<file path="config.mk">
export PLATFORM = sky130hd
export DESIGN_NAME = drcw_front
export DESIGN_NICKNAME = d
export VERILOG_FILES = /design/src/design/drcw_pkg.sv /design/src/design/drcw_front.sv
export SDC_FILE = /design/constraint.sdc
export NUM_CORES = 1
export LEC_CHECK = 0
export BUFFER_PORTS_ARGS = -buffer_cell sky130_fd_sc_hd__buf_2
export CAP_MARGIN = 10
export CORE_MARGIN = 1
export CORE_UTILIZATION = 45
export CTS_CLUSTER_DIAMETER = 150
export DETAILED_ROUTE_END_ITERATION = 10
export PLACE_DENSITY = 0.75
export SLEW_MARGIN = 5
export SYNTH_ARGS = -nofsm -noshare
export SYNTH_HDL_FRONTEND = slang
export SYNTH_SLANG_ARGS = --single-unit
</file>
<file path="constraint.sdc">
create_clock -name clk -period 3.3 [get_ports clk]
set_input_delay 0.99 -clock clk [delete_from_list [all_inputs] [get_ports clk]]
set_output_delay 0.99 -clock clk [all_outputs]
set_load 0.005 [all_outputs]
</file>
<file path="src/design/drcw_pkg.sv">
// Package for the DDA ray wall caster: fixed-point constants, register
// indexes, request and configuration types, sequencer states.
// No dependencies.
package drcw_pkg;

  localparam int FRAC_BITS = 16;
  localparam logic [16:0] ONE = 17'h10000;
  localparam logic [23:0] DIST_MAX = 24'hFFFFFF;
  localparam logic [31:0] DD_CAP = 32'hFFFFFFFF;
  localparam int RAY_W = 34;

  localparam logic [2:0] REG_PLAYER_X    = 3'd0;
  localparam logic [2:0] REG_PLAYER_Y    = 3'd1;
  localparam logic [2:0] REG_VIEW_DIR_X  = 3'd2;
  localparam logic [2:0] REG_VIEW_DIR_Y  = 3'd3;
  localparam logic [2:0] REG_CAM_PLANE_X = 3'd4;
  localparam logic [2:0] REG_CAM_PLANE_Y = 3'd5;
  localparam logic [2:0] REG_SCREEN_W    = 3'd6;

  localparam logic REQ_WRITE = 1'b0;

  typedef enum logic {
    KIND_WRITE,
    KIND_CAST
  } kind_t;

  typedef struct packed {
    kind_t       kind;
    logic [5:0]  cx;
    logic [5:0]  cy;
    logic        wall;
    logic [11:0] column;
  } item_t;

  typedef struct packed {
    logic [21:0] player_x;
    logic [21:0] player_y;
    logic [17:0] view_dir_x;
    logic [17:0] view_dir_y;
    logic [17:0] cam_plane_x;
    logic [17:0] cam_plane_y;
    logic [12:0] screen_width;
  } cfg_t;

  typedef enum logic [4:0] {
    ST_CLR,
    ST_IDLE,
    ST_CAM,
    ST_MULX,
    ST_MULY,
    ST_RAYY,
    ST_DDX,
    ST_DDXW,
    ST_DDY,
    ST_DDYW,
    ST_SDX,
    ST_SDY,
    ST_WINIT,
    ST_STEP,
    ST_TEST,
    ST_PERP,
    ST_PDIV,
    ST_OUT
  } state_t;

endpackage

</file>
<file path="src/design/drcw_front.sv">
// Front end of the ray caster: accepts requests, drops map writes that
// fall outside the map, and queues the rest for the back end.
// Depends on drcw_pkg.
module drcw_front import drcw_pkg::*; #(
  parameter int MAP_WIDTH  = 64,
  parameter int MAP_HEIGHT = 64
) (
  input  logic        clk,
  input  logic        rst,
  input  logic        push,
  output logic        full,
  input  logic        req_type,
  input  logic [5:0]  cell_x,
  input  logic [5:0]  cell_y,
  input  logic        cell_is_wall,
  input  logic [11:0] column,
  input  logic        clearing,
  output logic        q_valid,
  output item_t       q_item,
  input  logic        q_pop
);

  item_t      slots [2];
  logic       wr_ptr;
  logic       rd_ptr;
  logic [1:0] count;
  logic       accept;
  logic       keep;
  logic       enq;
  logic       deq;
  item_t      in_item;

  always_comb begin
    in_item.kind   = (req_type == REQ_WRITE) ? KIND_WRITE : KIND_CAST;
    in_item.cx     = cell_x;
    in_item.cy     = cell_y;
    in_item.wall   = cell_is_wall;
    in_item.column = column;
    // drop writes outside the map
    keep = (in_item.kind == KIND_CAST) ||
           ((32'(cell_x) < MAP_WIDTH) && (32'(cell_y) < MAP_HEIGHT));
  end

  assign full    = (count == 2'd2) || clearing;
  assign accept  = push && !full;
  assign enq     = accept && keep;
  assign q_valid = (count != 2'd0);
  assign deq     = q_pop && q_valid;
  assign q_item  = slots[rd_ptr];

  always_ff @(posedge clk) begin
    if (enq) begin
      slots[wr_ptr] <= in_item;
    end
  end

  always_ff @(posedge clk) begin
    if (rst) begin
      wr_ptr <= 1'b0;
      rd_ptr <= 1'b0;
      count  <= 2'd0;
    end else begin
      if (enq) wr_ptr <= !wr_ptr;
      if (deq) rd_ptr <= !rd_ptr;
      count <= count + {1'b0, enq} - {1'b0, deq};
    end
  end

endmodule

</file>
==> reports/qor.yml <==
holdWs_ns: 0.550
ctsHtreeMaxLevel: 3
total_wirelength_of_the_detailed_routed_design_um: 3440
critPathMaxFanout: 26
post-synth-top-count-cell: "sky130_fd_sc_hd__edfxtp_1"
finalHoldViolations: 0
grt_overflow_total: 0
worst_hold_startpoint: "count[1]$_SDFF_PP0_"
area_delta_synth_final_pct: 24.3
yosys_register_bits: 57
tightest_pin_transition_ns: 0.785
async_flop_share_pct: 0
path_buf_inv: 1
post_synth_main_area_contributors: "sky130_fd_sc_hd__edfxtp_1 (70%), sky130_fd_sc_hd__mux2_4 (14%), sky130_fd_sc_hd__dfxtp_1 (4.5%)"
min_delay_path_depth: 2
crit_required_ns: 2.31
final.period_utilization_pct: 82.0
comb_power_share_pct: 21.4
postSynthNetCount: 141
critical_path.reg2reg.startpoint: "count[0]$_SDFF_PP0_"
ctsRootBufferMaster: "sky130_fd_sc_hd__clkbuf_8"
design.die.area_mm2: 0.00524
hold_path.class: "reg -> reg"
timing.critical_path.from_type: "flop"
hold-path-endpoint: "count[1]$_SDFF_PP0_"
maxClockFrequency_mhz: 370
finish.cell_count_without_fillers: 248
antennaDiodeCount: 0
port_buffers: 58
final_layout_size_suffix_gt1_share_pct: 58.6
post_cts_buffers: 0
total_leakage_power_nw: 1.11
drtAntennaViolNets: 0
drtPass1Iterations: 4
r2r_slack_ns: 1.60
rsz0062_at_grt: "false"
max-cap-violations: 0
synthesis.instances: 108
worst_clock_skew_ns: 0.00733
pin_count_of_the_biggest_net_entering_global_routing: 27
critical_path_arrival_ns: 1.71
grt_first_pass_wirelength_um: 5240
clock_tree.buffer_depth: 2
drt_iter0_markers: 66
post-route-drc-count: 0
tritoncts_buffer_count: 9
dpl-instance-area_mm2: 0.00258
design.final.nets: 209
postLayoutCellArea_mm2: 0.00277
post-synth-top-area-cell: "sky130_fd_sc_hd__edfxtp_1"
ys.warnings.count: 0
maxSlewHeadroom_pct: 47.7
internal_power_mw: 1.51
power.ir.vdd_worst_uv: 336
clock-sinks: 57
nature_of_the_critical_path_endpoint: "output pin"
ioPinCount: 59
worst-path-stages: 2
worstSkewPairLatency_ns: 0.33
hold_buffers: 0
synth_cell_types: 19
floorplan.die.width_um: 72.4
clock_power_share_pct: 30.4
worst_r2r_endpoint: "count[1]$_SDFF_PP0_"
synthFlopType: "sky130_fd_sc_hd__edfxtp_1"
finalCriticalPeriod_ns: 2.71
yosys-top-cells-count: "sky130_fd_sc_hd__edfxtp_1 (52), sky130_fd_sc_hd__mux2_4 (21), sky130_fd_sc_hd__nor2_1 (7), sky130_fd_sc_hd__mux2_2 (6), sky130_fd_sc_hd__dfxtp_1 (5)"
post_cts.resized_instances: 0
netSwitchingPower_mw: 0.478
powerDensity_mw_per_mm2: 718
synth_edf_count: 52
initial_utilization_pct: 46.9
coreArea_mm2: 0.00475
placedCellCount: 232
layout.core_utilization_pct: 58.3
post_syn_area_mm2: 0.00223
netlist.area_leader.share_pct: 70.0
cts_tree: "yes"
finalMaxSlewViolations: 0
slowest_delay_ns: 0.84
dr_total_vias: 1134
seq_area_frac_synth_pct: 74.5
placer_congestion: 0.710
antenna_found_initial: 0
status: "completed"
reg2regPathDepth: 8
timing.final.setup_violations: 0
power.switching_fraction_pct: 24.0
timing.critical_path.max_delay_family: "flip-flops"
route.detailed.wl_per_inst_um: 13.9
sequential_fraction_of_design_power_pct: 48.1
syn_avg_cell_area_um2: 20.7
slowest_cell_on_the_critical_path: "sky130_fd_sc_hd__dfxtp_2"
tns_ns: 0
cell_by_cell_trace_of_the_critical_path: "mux2_2, buf_2"
grt_usage_pct: 14.7
floorplan.die.height_um: 72.4
vias_per_cell: 4.57
post-dp-hpwl_um: 2310
first_global_vias: 1149
crit_type: "reg -> out"
path_clk_slew_ns: 0.06
placement_rows: 25
-- cell usage in the layout, fill, tap and decap left out, drive strengths merged --
master  count
nand3b      1
o21a        1
edfxtp     52
inv         2
xnor2       1
nor2        7
nor3        1
nor2b       1
buf        60
or2b        1
xor2        1
bufinv      1
or2         1
clkinv      3
dfxtp       5
and2        1
clkbuf     12
ha          2
nand2b      1
mux2       27
-- power groups by stage --
stage | registers [mW] | clock network [mW] | logic (mW)
after floorplan | 0.905 | 0 | 0.370
after global placement | 0.970 | 0 | 0.420
after detailed placement | 0.976 | 0 | 0.431
after CTS | 0.962 | 0.623 | 0.434
after global routing | 0.972 | 0.659 | 0.469
final | 0.958 | 0.606 | 0.427
-- logic make-up after synthesis --
logic type,count (synthesis),synth area share (%)
compound gates,1,0.393
xor+xnor,2,0.785
fa+ha+maj,2,1.12
buf+inv,5,2.19
flops,57,74.5
mux,27,17.2
simple gates,14,3.87
-- per-stage QoR --
stage	total power, mW	setup slack (ns)
6_report	1.99	0.595
5_1_grt	2.10	0.479
4_1_cts	2.02	0.549
3_5_place_dp	1.41	0.891
3_3_place_gp	1.39	0.882
2_1_floorplan	1.27	0.619
-- state kept, by name, summed over array words and instances (netlist names), named ones only --
signal and flops:
rd_ptr 1, count 2, slots 52, wr_ptr 1
-- how the worst max path moves through the flow --
stage          slack, ns               endpoint  startpoint
2_1_floorplan       0.62  slots[1][0]$_DFFE_PP_    clearing
3_3_place_gp        0.88                   full    clearing
3_5_place_dp        0.89                   full    clearing
4_1_cts             0.55              q_item[0]        flop
5_1_grt             0.48              q_item[0]        flop
6_report            0.60              q_item[0]        flop
-- routing by layer --
metal	wire (µm)	vias to the layer above	GRT usage, %	part of all wire, %
li1	-	546	-	-
met2	1750	47	23.8	51
met5	0	-	0	0
met1	1340	535	14.9	39
met4	80	0	9.15	2.3
met3	276	6	7.64	8.0
-- layout make-up --
class	instances	area, µm²
multi-input combinational	46	526
clock inverter	4	42.5
timing repair buffer	60	305
inverter	2	7.51
fill	394	1980
tap	67	83.8
clock buffer	12	145
sequential	57	1660
-- tightest hold or removal path, delay by kind of cell, from the launching register on --
| kind | cells | cell delay, ns |
|---|---|---|
| flip-flops | 1 | 0.35 |
| AND/OR/NAND/NOR | 2 | 0.16 |
No activity file was read; power rests on OpenSTA's default activity.
